[config.mk]
export PLATFORM = sky130hd
export DESIGN_NAME = vrl_to_db
export DESIGN_NICKNAME = d
export VERILOG_FILES = /design/src/vrl_pkg.sv /design/src/vrl_to_db.sv
export SDC_FILE = /design/constraint.sdc
export NUM_CORES = 1
export LEC_CHECK = 0
export BUFFER_PORTS_ARGS = -buffer_cell sky130_fd_sc_hd__buf_4
export CAP_MARGIN = 20
export CORE_MARGIN = 5
export CORE_UTILIZATION = 38
export DETAILED_ROUTE_END_ITERATION = 10
export GPL_ROUTABILITY_DRIVEN = 0
export GPL_TIMING_DRIVEN = 0
export HOLD_SLACK_MARGIN = 0.12
export MAX_ROUTING_LAYER = met4
export PLACE_DENSITY_LB_ADDON = 0.3
export REMOVE_ABC_BUFFERS = 1
export SYNTH_ARGS = -nofsm -noshare
export SYNTH_HDL_FRONTEND = slang
export SYNTH_SLANG_ARGS = --single-unit
[constraint.sdc]
create_clock -name clock -period 6.63 [get_ports clock]
set_clock_uncertainty 0.2 [all_clocks]
set_input_delay 0.9945 -clock clock [delete_from_list [all_inputs] [get_ports clock]]
set_output_delay 0.9945 -clock clock [all_outputs]
set_load 0.01 [all_outputs]
[src/vrl_pkg.sv]
// Shared constants, types and widths of the VSWR to return loss converter.
`timescale 1ns / 1ps
package vrl_pkg;
   localparam int INPUT_FRAC_BITS = 16;
   localparam int DB_FRAC_BITS    = 8;

   localparam int VSWR_W    = 24;
   localparam int ARG_W     = VSWR_W + 1;
   localparam int GAMMA_W   = 16;
   localparam int QUOT_W    = GAMMA_W + 1;
   localparam int DIVD_W    = VSWR_W + GAMMA_W + 1;
   localparam int RL_W      = 15;
   localparam int IL_W      = 12;

   localparam int LOG_FRAC  = 28;
   localparam int LOG_INT_W = 5;
   localparam int LOG_W     = LOG_INT_W + LOG_FRAC;
   localparam int MANT_W    = 31;
   localparam int MANT_TOP  = MANT_W - 1;

   localparam int K_W       = 26;
   localparam logic [K_W-1:0] K10LOG2 = K_W'(50504453);
   localparam int DIFF_W    = LOG_W + 3;
   localparam int MAG_W     = DIFF_W - 1;
   localparam int SPLIT     = 18;
   localparam int PL_W      = SPLIT + K_W;
   localparam int PH_W      = MAG_W - SPLIT + K_W;
   localparam int SUM_W     = MAG_W + K_W;
   localparam int PROD_FRAC = LOG_FRAC + 24;
   localparam int DB_SHIFT  = PROD_FRAC - DB_FRAC_BITS;
   localparam int DBR_W     = SUM_W - DB_SHIFT;

   localparam int LOG_LAT    = LOG_FRAC + 1;
   localparam int DB_LAT     = 2;
   localparam int DIV_LAT    = QUOT_W;
   localparam int PIPE_DEPTH = LOG_LAT + DB_LAT + 2;
   localparam int STAT_DLY   = PIPE_DEPTH - 2;
   localparam int GAMMA_DLY  = PIPE_DEPTH - 2 - DIV_LAT;

   localparam logic [RL_W-1:0] RL_MAX = {RL_W{1'b1}};
   localparam logic [DBR_W-1:0] IL_MIN_MAG = DBR_W'(1) << (IL_W - 1);

   typedef enum logic [1:0] {
      STATUS_OK        = 2'd0,
      STATUS_BELOW_ONE = 2'd1,
      STATUS_UNITY     = 2'd2
   } status_type;

   typedef struct packed {
      logic             neg;
      logic [DBR_W-1:0] mag;
   } db_type;
endpackage

[src/vrl_to_db.sv]
// Scales a log2 difference to decibels with a split multiply and rounding.
`timescale 1ns / 1ps
module vrl_to_db import vrl_pkg::*; (
   input  logic                     clock,
   input  logic                     advance,
   input  logic signed [DIFF_W-1:0] diff,
   output db_type                   db
);
   logic             neg_ff;
   logic [MAG_W-1:0] mag_ff;
   logic             neg2_ff;
   logic [PL_W-1:0]  pl_ff;
   logic [PH_W-1:0]  ph_ff;
   logic [MAG_W-1:0] mag_in;
   logic [PL_W-1:0]  pl_in;
   logic [PH_W-1:0]  ph_in;
   logic [SUM_W-1:0] sum;

   assign mag_in = diff[DIFF_W-1] ? MAG_W'(-diff) : MAG_W'(diff);
   assign pl_in  = PL_W'(mag_ff[SPLIT-1:0]) * PL_W'(K10LOG2);
   assign ph_in  = PH_W'(mag_ff[MAG_W-1:SPLIT]) * PH_W'(K10LOG2);

   always_ff @(posedge clock) begin
      if (advance) begin
         neg_ff  <= diff[DIFF_W-1];
         mag_ff  <= mag_in;
         neg2_ff <= neg_ff;
         pl_ff   <= pl_in;
         ph_ff   <= ph_in;
      end
   end

   assign sum = (SUM_W'(ph_ff) << SPLIT) + SUM_W'(pl_ff) + (SUM_W'(1) << (DB_SHIFT - 1));
   assign db.neg = neg2_ff;
   assign db.mag = sum[SUM_W-1:DB_SHIFT];
endmodule

==> impl_metrics.yaml <==
job:
  maxCapViolCount: 0
timing:
  finalCriticalPeriod_ps: 6490
  setup_viol: 0
  worst_slew_pin_slew_ps: 1390
  drv_slew: 0
  final.period_utilization: 0.979
  setup_ws_ps: 141
  fin_setup_tns_ps: 0
  hold_viol_final: 0
  fmax_mhz: 154
  grt_setup_unrepaired: "true"
  max-slew-margin-rel: 0.0511
final_layout:
  antennaDiodeCount: 0
  area_growth_syn_to_layout_pct: 9.63
  nNetsFinal: 2222
  final_cell_area_mm2: 0.0175
  layout-drive-gt1-share: 0.0643
floorplanning:
  dieArea_mm2: 0.0462
  die_x_um: 215
  design.portCount: 56
  core_area_mm2: 0.0418
  dieHeight_um: 215
  start_util: 0.382
  fp-row-count: 75
clocking:
  cts.sinks: 106
  cts_buffers: 9
  cts_tree: "yes"
  clock_latency_ps: 370
  htree_levels: 3
  clockRootBuffer: "clkbuf_16"
  clkTransAtPathRegs_ps: 80
  cts_hold_buffers: 0
  clk_path_buf_depth: 2
synth:
  yosys_warnings: 0
  netlist_top_cells_area: "ha_1 30%, edfxtp_1 20%, fa_1 19%"
  synth_top_cell_area_share: 0.304
  ys_seq_area_frac: 0.199
  synth_seq_cells: 106
  synth_edf_count: 106
  yosys-top-cells-count: "391 x inv_1, 388 x ha_1, 153 x fa_1, 106 x edfxtp_1, 87 x xnor2_1"
  yosysMostFrequentCell: "inv_1"
  yosys.area.top_type: "ha_1"
  postSynthCellCount: 1569
  synth_area_mm2: 0.0160
  ys.flop_type: "edfxtp_1"
  synthArstFlopShare: 0
  yosysUniqueCellTypes: 58
  synth.avg_cell_area_um2: 10.2
placement:
  port_buffers: 55
  preCtsSetupSlack_ps: 119
  dpl.hpwl_mm: 29.6
  place_area_mm2: 0.0171
worst_setup_path:
  crit_start: "mag_ff[3]"
  worstPathMaxFanout: 6
  r2r-end: "pl_ff[40]"
  critPathRequiredTime_ps: 6530
  r2r_start: "mag_ff[3]"
  cp.depth: 19
  cp-start-kind: "flip-flop"
  arrival_ps: 6390
  max_stage_delay_ps: 570
  crit_end: "pl_ff[40]"
  cp_top_family: "adder cells"
  regToRegSetupSlack_ps: 140
  critPathSlowestCell: "edfxtp_1"
  path_buf_inv: 4
  end_kind: "flip-flop"
  r2r_cells: 19
  worstPathCellList: "ha_1 > ha_1 > inv_1 > fa_1 > fa_1 > inv_1 > fa_1 > inv_1 > fa_1 > inv_1 > ha_1 > and4_1 > and3_1 > a221oi_1 > o2111ai_2 > a31oi_2 > o21ai_0 > a21oi_1 > xnor2_1"
  crit_type: "flip-flop to flip-flop"
routing:
  drc: 0
  drt_wl_total_mm: 33.7
  drtIter0Drc: 439
  vias: 10819
  via_per_inst: 4.95
  first_pass_iters: 5
  wl_per_cell_um: 15.4
  antenna_left: 0
status:
  status: "completed"
grt:
  grt_max_degree: 59
  grt.met2_usage: 0.244
  grt_use_total: 0.152
  use_met3: 0.0253
  antenna_found_initial: 0
  grt_pass1_vias: 10998
  grt_pass1_wl_mm: 55.5
  grtUsageMet1: 0.209
  overflow: 0
  busiest_layer: "met2"
worst_hold_path:
  min_path_type: "flip-flop to flip-flop"
-- flip-flops by register name (all words and copies together), names as in the netlist --
name	flops
pl_ff	26
mag_ff	35
ph_ff	43
neg_ff	1
neg2_ff	1
-- cells by family after synthesis --
| kind of cell | synth area share |
|---|---|
| xor gates and xnor gates | 0.0614 |
| adders and majority gates | 0.496 |
| DFF | 0.199 |
| buffers and inverters | 0.0935 |
| AOI/OAI and AO/OA | 0.0852 |
| and+or+nand+nor | 0.0648 |
-- layout by cell type (no fill, tap or decap), types with 7 or more instances in the layout --
master     Yosys  final
o21ai_0       39     39
nand3_1       28     28
nand2b_1       7      7
inv_1        391    391
edfxtp_1     106    106
buf_4          1     66
ha_1         388    388
clkbuf_16      0      9
or4_1          8      8
xor2_1        25     25
and3_1         9      9
a211oi_1       8      7
o31ai_1       13     13
xnor2_1       87     87
nor2_1        35     35
a21o_1        26     26
a31oi_1       11      8
nand4_1       15     15
a21oi_1       62     62
fa_1         153    153
nand2_1       65     65
-- cell type report --
cell class,instances,area [um2]
Inverter,391,1470
Multi-Input combinational cell,1066,11300
Tap cell,539,674
Clock inverter,7,93.8
Timing Repair Buffer,69,533
Sequential cell,106,3180
Fill cell,4010,24200
Clock buffer,9,225
-- worst min path at each step --
stage | from | to | cells after the start
6_report | neg_ff | neg2_ff | 0
5_1_grt | neg_ff | neg2_ff | 0
4_1_cts | neg_ff | neg2_ff | 0
3_5_place_dp | neg_ff | neg2_ff | 0
3_3_place_gp | neg_ff | neg2_ff | 0
2_1_floorplan | neg_ff | neg2_ff | 0
-- metal layers --
layer  part of all wire  up-vias  wire [um]
met4             0.0086        0        288
met1               0.48     5236      16200
li1                   -     5408          -
met5                  0        -          0
met2               0.47      160      15800
met3              0.040       15       1330
-- worst reg2reg max path, stage by stage (launching register included) --
cell,delay [ps]
edfxtp_1,570
ha_1,450
ha_1,300
inv_1,50
fa_1,490
fa_1,510
inv_1,60
fa_1,540
inv_1,60
fa_1,540
inv_1,50
ha_1,380
and4_1,260
and3_1,190
a221oi_1,420
o2111ai_2,350
a31oi_2,320
o21ai_0,170
a21oi_1,210
xnor2_1,120
-- repair_timing --
item | CTS | global route
gates resized for setup | 0 | 6
endpoints found under the setup margin | 0 | 9
buffers inserted | 0 | 11
-- metrics by stage --
stage	utilization	cells	hold slack, ps
after floorplan	-	1563	200
after global placement	0.408	2157	206
after detailed placement	0.409	2159	208
after CTS	0.416	2175	229
after global routing	0.419	2187	235
final	0.419	2187	225
Power is not shown: default switching activity piles up to over one toggle a cycle in this logic, so the estimate is an artifact.
