File: config.mk
export PLATFORM = sky130hd
export DESIGN_NAME = vrl_divider
export DESIGN_NICKNAME = d
export VERILOG_FILES = /design/src/vrl_pkg.sv /design/src/vrl_divider.sv
export SDC_FILE = /design/constraint.sdc
export NUM_CORES = 2
export LEC_CHECK = 0
export ABC_AREA = 1
export BUFFER_PORTS_ARGS = -buffer_cell sky130_fd_sc_hd__buf_2
export CAP_MARGIN = 15
export CORE_ASPECT_RATIO = 1.2
export CORE_MARGIN = 2
export CORE_UTILIZATION = 45
export CTS_CLUSTER_SIZE = 28
export DETAILED_ROUTE_END_ITERATION = 8
export HOLD_SLACK_MARGIN = 0.06
export PLACE_DENSITY = 0.7
export SETUP_SLACK_MARGIN = 0.3
export SKIP_LAST_GASP = 1
export SLEW_MARGIN = 20
export SYNTH_ARGS = -nofsm -noshare
export SYNTH_HDL_FRONTEND = slang
export SYNTH_SLANG_ARGS = --single-unit
File: constraint.sdc
create_clock -name clock -period 4.4 [get_ports clock]
set_clock_uncertainty 0.15 [all_clocks]
set_input_delay 0.66 -clock clock [delete_from_list [all_inputs] [get_ports clock]]
set_output_delay 0.66 -clock clock [all_outputs]
set_load 0.05 [all_outputs]
File: src/vrl_pkg.sv
// Shared constants, types and widths of the VSWR to return loss converter.
`timescale 1ns / 1ps
package vrl_pkg;
   localparam int INPUT_FRAC_BITS = 16;
   localparam int DB_FRAC_BITS    = 8;

   localparam int VSWR_W    = 24;
   localparam int ARG_W     = VSWR_W + 1;
   localparam int GAMMA_W   = 16;
   localparam int QUOT_W    = GAMMA_W + 1;
   localparam int DIVD_W    = VSWR_W + GAMMA_W + 1;
   localparam int RL_W      = 15;
   localparam int IL_W      = 12;

   localparam int LOG_FRAC  = 28;
   localparam int LOG_INT_W = 5;
   localparam int LOG_W     = LOG_INT_W + LOG_FRAC;
   localparam int MANT_W    = 31;
   localparam int MANT_TOP  = MANT_W - 1;

   localparam int K_W       = 26;
   localparam logic [K_W-1:0] K10LOG2 = K_W'(50504453);
   localparam int DIFF_W    = LOG_W + 3;
   localparam int MAG_W     = DIFF_W - 1;
   localparam int SPLIT     = 18;
   localparam int PL_W      = SPLIT + K_W;
   localparam int PH_W      = MAG_W - SPLIT + K_W;
   localparam int SUM_W     = MAG_W + K_W;
   localparam int PROD_FRAC = LOG_FRAC + 24;
   localparam int DB_SHIFT  = PROD_FRAC - DB_FRAC_BITS;
   localparam int DBR_W     = SUM_W - DB_SHIFT;

   localparam int LOG_LAT    = LOG_FRAC + 1;
   localparam int DB_LAT     = 2;
   localparam int DIV_LAT    = QUOT_W;
   localparam int PIPE_DEPTH = LOG_LAT + DB_LAT + 2;
   localparam int STAT_DLY   = PIPE_DEPTH - 2;
   localparam int GAMMA_DLY  = PIPE_DEPTH - 2 - DIV_LAT;

   localparam logic [RL_W-1:0] RL_MAX = {RL_W{1'b1}};
   localparam logic [DBR_W-1:0] IL_MIN_MAG = DBR_W'(1) << (IL_W - 1);

   typedef enum logic [1:0] {
      STATUS_OK        = 2'd0,
      STATUS_BELOW_ONE = 2'd1,
      STATUS_UNITY     = 2'd2
   } status_type;

   typedef struct packed {
      logic             neg;
      logic [DBR_W-1:0] mag;
   } db_type;
endpackage

File: src/vrl_divider.sv
// Pipelined restoring divider for the rounded reflection coefficient.
`timescale 1ns / 1ps
module vrl_divider import vrl_pkg::*; (
   input  logic               clock,
   input  logic               advance,
   input  logic [ARG_W-1:0]   a_val,
   input  logic [ARG_W-1:0]   b_val,
   output logic [GAMMA_W-1:0] gamma
);
   logic [ARG_W-1:0]  rem_ff  [DIV_LAT];
   logic [QUOT_W-1:0] low_ff  [DIV_LAT];
   logic [QUOT_W-1:0] quot_ff [DIV_LAT];
   logic [ARG_W-1:0]  div_ff  [DIV_LAT];
   logic [ARG_W-1:0]  rem_in  [DIV_LAT];
   logic [QUOT_W-1:0] low_in  [DIV_LAT];
   logic [QUOT_W-1:0] quot_in [DIV_LAT];
   logic [DIVD_W-1:0] dividend;

   assign dividend = (DIVD_W'(a_val) << GAMMA_W) + DIVD_W'(b_val >> 1);

   for (genvar s = 0; s < DIV_LAT; s++) begin : g_step
      logic [ARG_W-1:0]  rem_prev;
      logic [QUOT_W-1:0] low_prev;
      logic [QUOT_W-1:0] quot_prev;
      logic [ARG_W-1:0]  div_prev;
      logic [ARG_W:0]    trial;
      if (s == 0) begin : g_first
         assign rem_prev  = ARG_W'(dividend[DIVD_W-1:QUOT_W]);
         assign low_prev  = dividend[QUOT_W-1:0];
         assign quot_prev = '0;
         assign div_prev  = b_val;
      end else begin : g_next
         assign rem_prev  = rem_ff[s-1];
         assign low_prev  = low_ff[s-1];
         assign quot_prev = quot_ff[s-1];
         assign div_prev  = div_ff[s-1];
      end
      always_comb begin
         trial = {rem_prev, low_prev[QUOT_W-1]};
         low_in[s] = {low_prev[QUOT_W-2:0], 1'b0};
         if (trial >= {1'b0, div_prev}) begin
            rem_in[s]  = ARG_W'(trial - {1'b0, div_prev});
            quot_in[s] = {quot_prev[QUOT_W-2:0], 1'b1};
         end else begin
            rem_in[s]  = trial[ARG_W-1:0];
            quot_in[s] = {quot_prev[QUOT_W-2:0], 1'b0};
         end
      end
      always_ff @(posedge clock) begin
         if (advance) begin
            rem_ff[s]  <= rem_in[s];
            low_ff[s]  <= low_in[s];
            quot_ff[s] <= quot_in[s];
            div_ff[s]  <= div_prev;
         end
      end
   end

   assign gamma = quot_ff[DIV_LAT-1][QUOT_W-1] ? {GAMMA_W{1'b1}}
                                               : quot_ff[DIV_LAT-1][GAMMA_W-1:0];
endmodule

==> run_results.csv <==
group,metric,value,unit
die,row_count,157,
pwr,swShare,46.3,%
timing,worst_slew_margin_rel,50.9,%
placement,place_ws,124,ps
layout,finalNonFillerCells,11775,
pwr,leakage,40.6,nW
clocking,cts_root_buf,"clkbuf_16",
synthesis,yosys.area_share.xor_xnor,2.55,%
clocking,cts_sinks,953,
worst_setup_path,crit_required,4730,ps
synthesis,ys_types,36,
layout,final_util,50.0,%
global_routing,grtUsageTotal,27.2,%
synthesis,syn-cell-area,69400,µm²
layout,fillers,15089,
synthesis,synth_compound_area_share,1.75,%
job,drv_cap,0,
route,final_antenna_net_count,0,
synthesis,synth_ff_type,"edfxtp_1",
timing,slew_violations,0,
route,dr.first_iter.drc_count,4985,
clocking,clock_latency,740,ps
worst_setup_path,crit_path_max_fanout,17,
timing,setup_tns,0,ps
synthesis,seq_area_frac_synth,41.3,%
pwr,power_frac_seq,30.3,%
placement,place_congestion,0.963,
die,io-pin-count,68,
synthesis,syn_avg_cell_area,7.28,µm²
timing,setup_violations,0,
timing,whs,252,ps
route,num_vias,60155,
worst_setup_path,critPathLaunch,"b_val[19]",
placement,place_inst,11553,
route,drcViolationCount,0,
clocking,cts_buffers,103,
pwr,p_sw,23.5,mW
layout,fin_nets,10198,
worst_setup_path,timing.rr.end,"rem_ff[0][191]",
route,avgViaCountPerCell,5.11,
global_routing,grt_pass1_wl,331000,µm
synthesis,async_flop_share,0,%
worst_setup_path,path_class,"in2reg",
synthesis,synth_top_family_by_area,"simple AND/OR/NAND/NOR gates",
die,die_h,434,µm
pwr,power_frac_comb,51.6,%
pwr,vdd_drop_max,0.327,mV
synthesis,synthCells,9520,
placement,portBuffers,67,
synthesis,synthAdderAreaFrac,8.30,%
die,fp.dieW,362,µm
route,dr.pass1.iters,8,
route,wl,216000,µm
route,wl_per_cell,18.3,µm
global_routing,grt_max_degree,108,
worst_setup_path,worst_ep_arrival_time,4170,ps
clocking,clk_pin_slew,60,ps
timing,hold_violations,0,
worst_setup_path,r2r_start,"rem_ff[0][156]",
synthesis,ys_warn_count,0,
layout,area_growth,10.1,%
timing,fmax,261,MHz
global_routing,grt_pass1_vias,57441,
synthesis,syn-num-nets,10022,
clocking,cts_tree,"built",
worst_setup_path,end_kind,"flop",
layout,drive_gt1_share,5.02,%
timing,period_needed,3840,ps
die,core_area,153000,µm²
timing,timing.final.crit_share,87.2,%
synthesis,synth.area.mux_share,0,%
global_routing,antenna_found_initial,2,
placement,place_hpwl,173000,µm
min_path,min_path_type,"in2reg",
synthesis,yosys.area_share.simple,34.0,%
global_routing,grt_overflow_total,0,
timing,worst_pin_slew,731,ps
timing,rsz0062_at_grt,"false",
pwr,p_int,27.3,mW
timing,setup_slack,563,ps
outcome,status,"finished, final reports clean",
synthesis,synth_edf_count,953,
worst_setup_path,r2r_slack,1140,ps
worst_setup_path,r2r_cells,9,
worst_setup_path,crit_path_start_kind,"input port",
die,start_util,45.4,%
worst_setup_path,cp-endpoint,"rem_ff[0][10]",
clocking,clockBufferDepth,3,
synthesis,synth.ff_latch_count,953,
clocking,htree_levels,3,
pwr,clockPowerShare,18.1,%
pwr,powerDensity,665,nW/µm²
die,dieArea,157000,µm²
## metrics by stage
step           instance area, µm²  total power, mW
3_5_place_dp                72400             41.2
5_1_grt                     76300             55.0
3_3_place_gp                72400             41.1
2_1_floorplan               69400             33.6
4_1_cts                     76200             50.7
6_report                    76300             50.8
## Yosys cell counts, drive strengths merged, types with 33 or more instances
cell,n,area [µm²]
and2,33,206
xor2,185,1620
a21oi,175,1040
or2,53,332
nand3,408,2390
inv,2035,7640
nand4,509,3180
buf,79,593
edfxtp,953,28600
nor2,557,2140
nor3,43,373
clkbuf,46,173
ha,433,5420
nand2,3920,14700
## worst min path at each step
stage	from	endpoint	cells past startpoint
final	advance	rem_ff[0][144]	1
after global routing	advance	rem_ff[0][144]	1
after CTS	a_val[19]	rem_ff[0][19]	5
after detailed placement	quot_ff[1][5]	quot_ff[1][23]	0
after global placement	quot_ff[1][2]	quot_ff[1][20]	0
after floorplan	quot_ff[0][85]	quot_ff[0][103]	0
## layer usage
metal / global-route usage, % / part of all wire [%] / vias up
met5: 0 / 0 / -
met1: 33.8 / 41 / 27735
met4: 13.3 / 5.3 / 0
li1: - / - / 30185
met2: 47.1 / 48 / 1826
met3: 2.90 / 5.4 / 409
## layout make-up
type | count | area, µm² | area share, %
antenna | 3 | 7.51 | 0.00983
clock buffer | 120 | 2660 | 3.49
clock inverter | 74 | 891 | 1.17
inverter | 2035 | 7640 | 10.0
multi-input combinational | 6407 | 32400 | 42.5
sequential | 953 | 28600 | 37.5
tap | 1987 | 2490 | 3.26
timing repair buffer | 196 | 1600 | 2.10
## what timing repair did
item,4_1_cts,5_1_grt
hold endpoints to repair,25,0
endpoints found under the setup margin,0,26
hold buffers,25,0
resized for setup,0,21
buffers inserted,0,0
## cells in the final DEF (no fill, tap or decap), types with 31 or more instances in the layout
master,netlist,routed
buf_2,45,66
nor2_1,539,534
inv_1,2027,2027
or2_2,39,39
a21oi_1,160,160
edfxtp_1,953,953
clkbuf_16,0,104
ha_1,433,428
and2_1,33,33
xor2_1,185,183
nand4_1,509,509
nand3b_1,31,31
nand2_1,3919,3916
nand3_1,363,363
buf_4,4,86
## flip-flops by register name, summed over array words and instances (netlist names)
| signal | flops |
|---|---|
| quot_ff | 153 |
| div_ff | 400 |
| rem_ff | 400 |
## cell families after synthesis
logic type / Yosys count
AND/OR/NAND/NOR: 5556
buffers and inverters: 2160
flip-flops: 953
adder cells (fa/ha/maj): 450
XOR/XNOR: 202
AO/OA/AOI/OAI: 199
## power groups by stage
stage	registers [mW]	clock network [mW]	logic [mW]
2_1_floorplan	14.4	0	19.2
3_3_place_gp	15.5	0	25.6
3_5_place_dp	15.5	0	25.7
4_1_cts	15.3	9.41	25.9
5_1_grt	15.5	9.76	29.7
6_report	15.4	9.21	26.2
## worst max-delay path, stage by stage
cell and delay, ps:
dlygate4sd3_1 530, buf_2 140, ha_1 320, or2_2 310, nand3b_1 90, nand2_1 130
nand2_1 90, nand2_1 140, xor2_1 180, buf_4 170, ha_4 290, nand2_1 80
nor2_1 140, nand2_1 120, nor2_2 170, a21boi_1 110, nand3_1 120, nor2_4 70
buf_12 150, nand2_1 60, nand2_1 60
No activity file was read; power rests on OpenSTA's default activity.
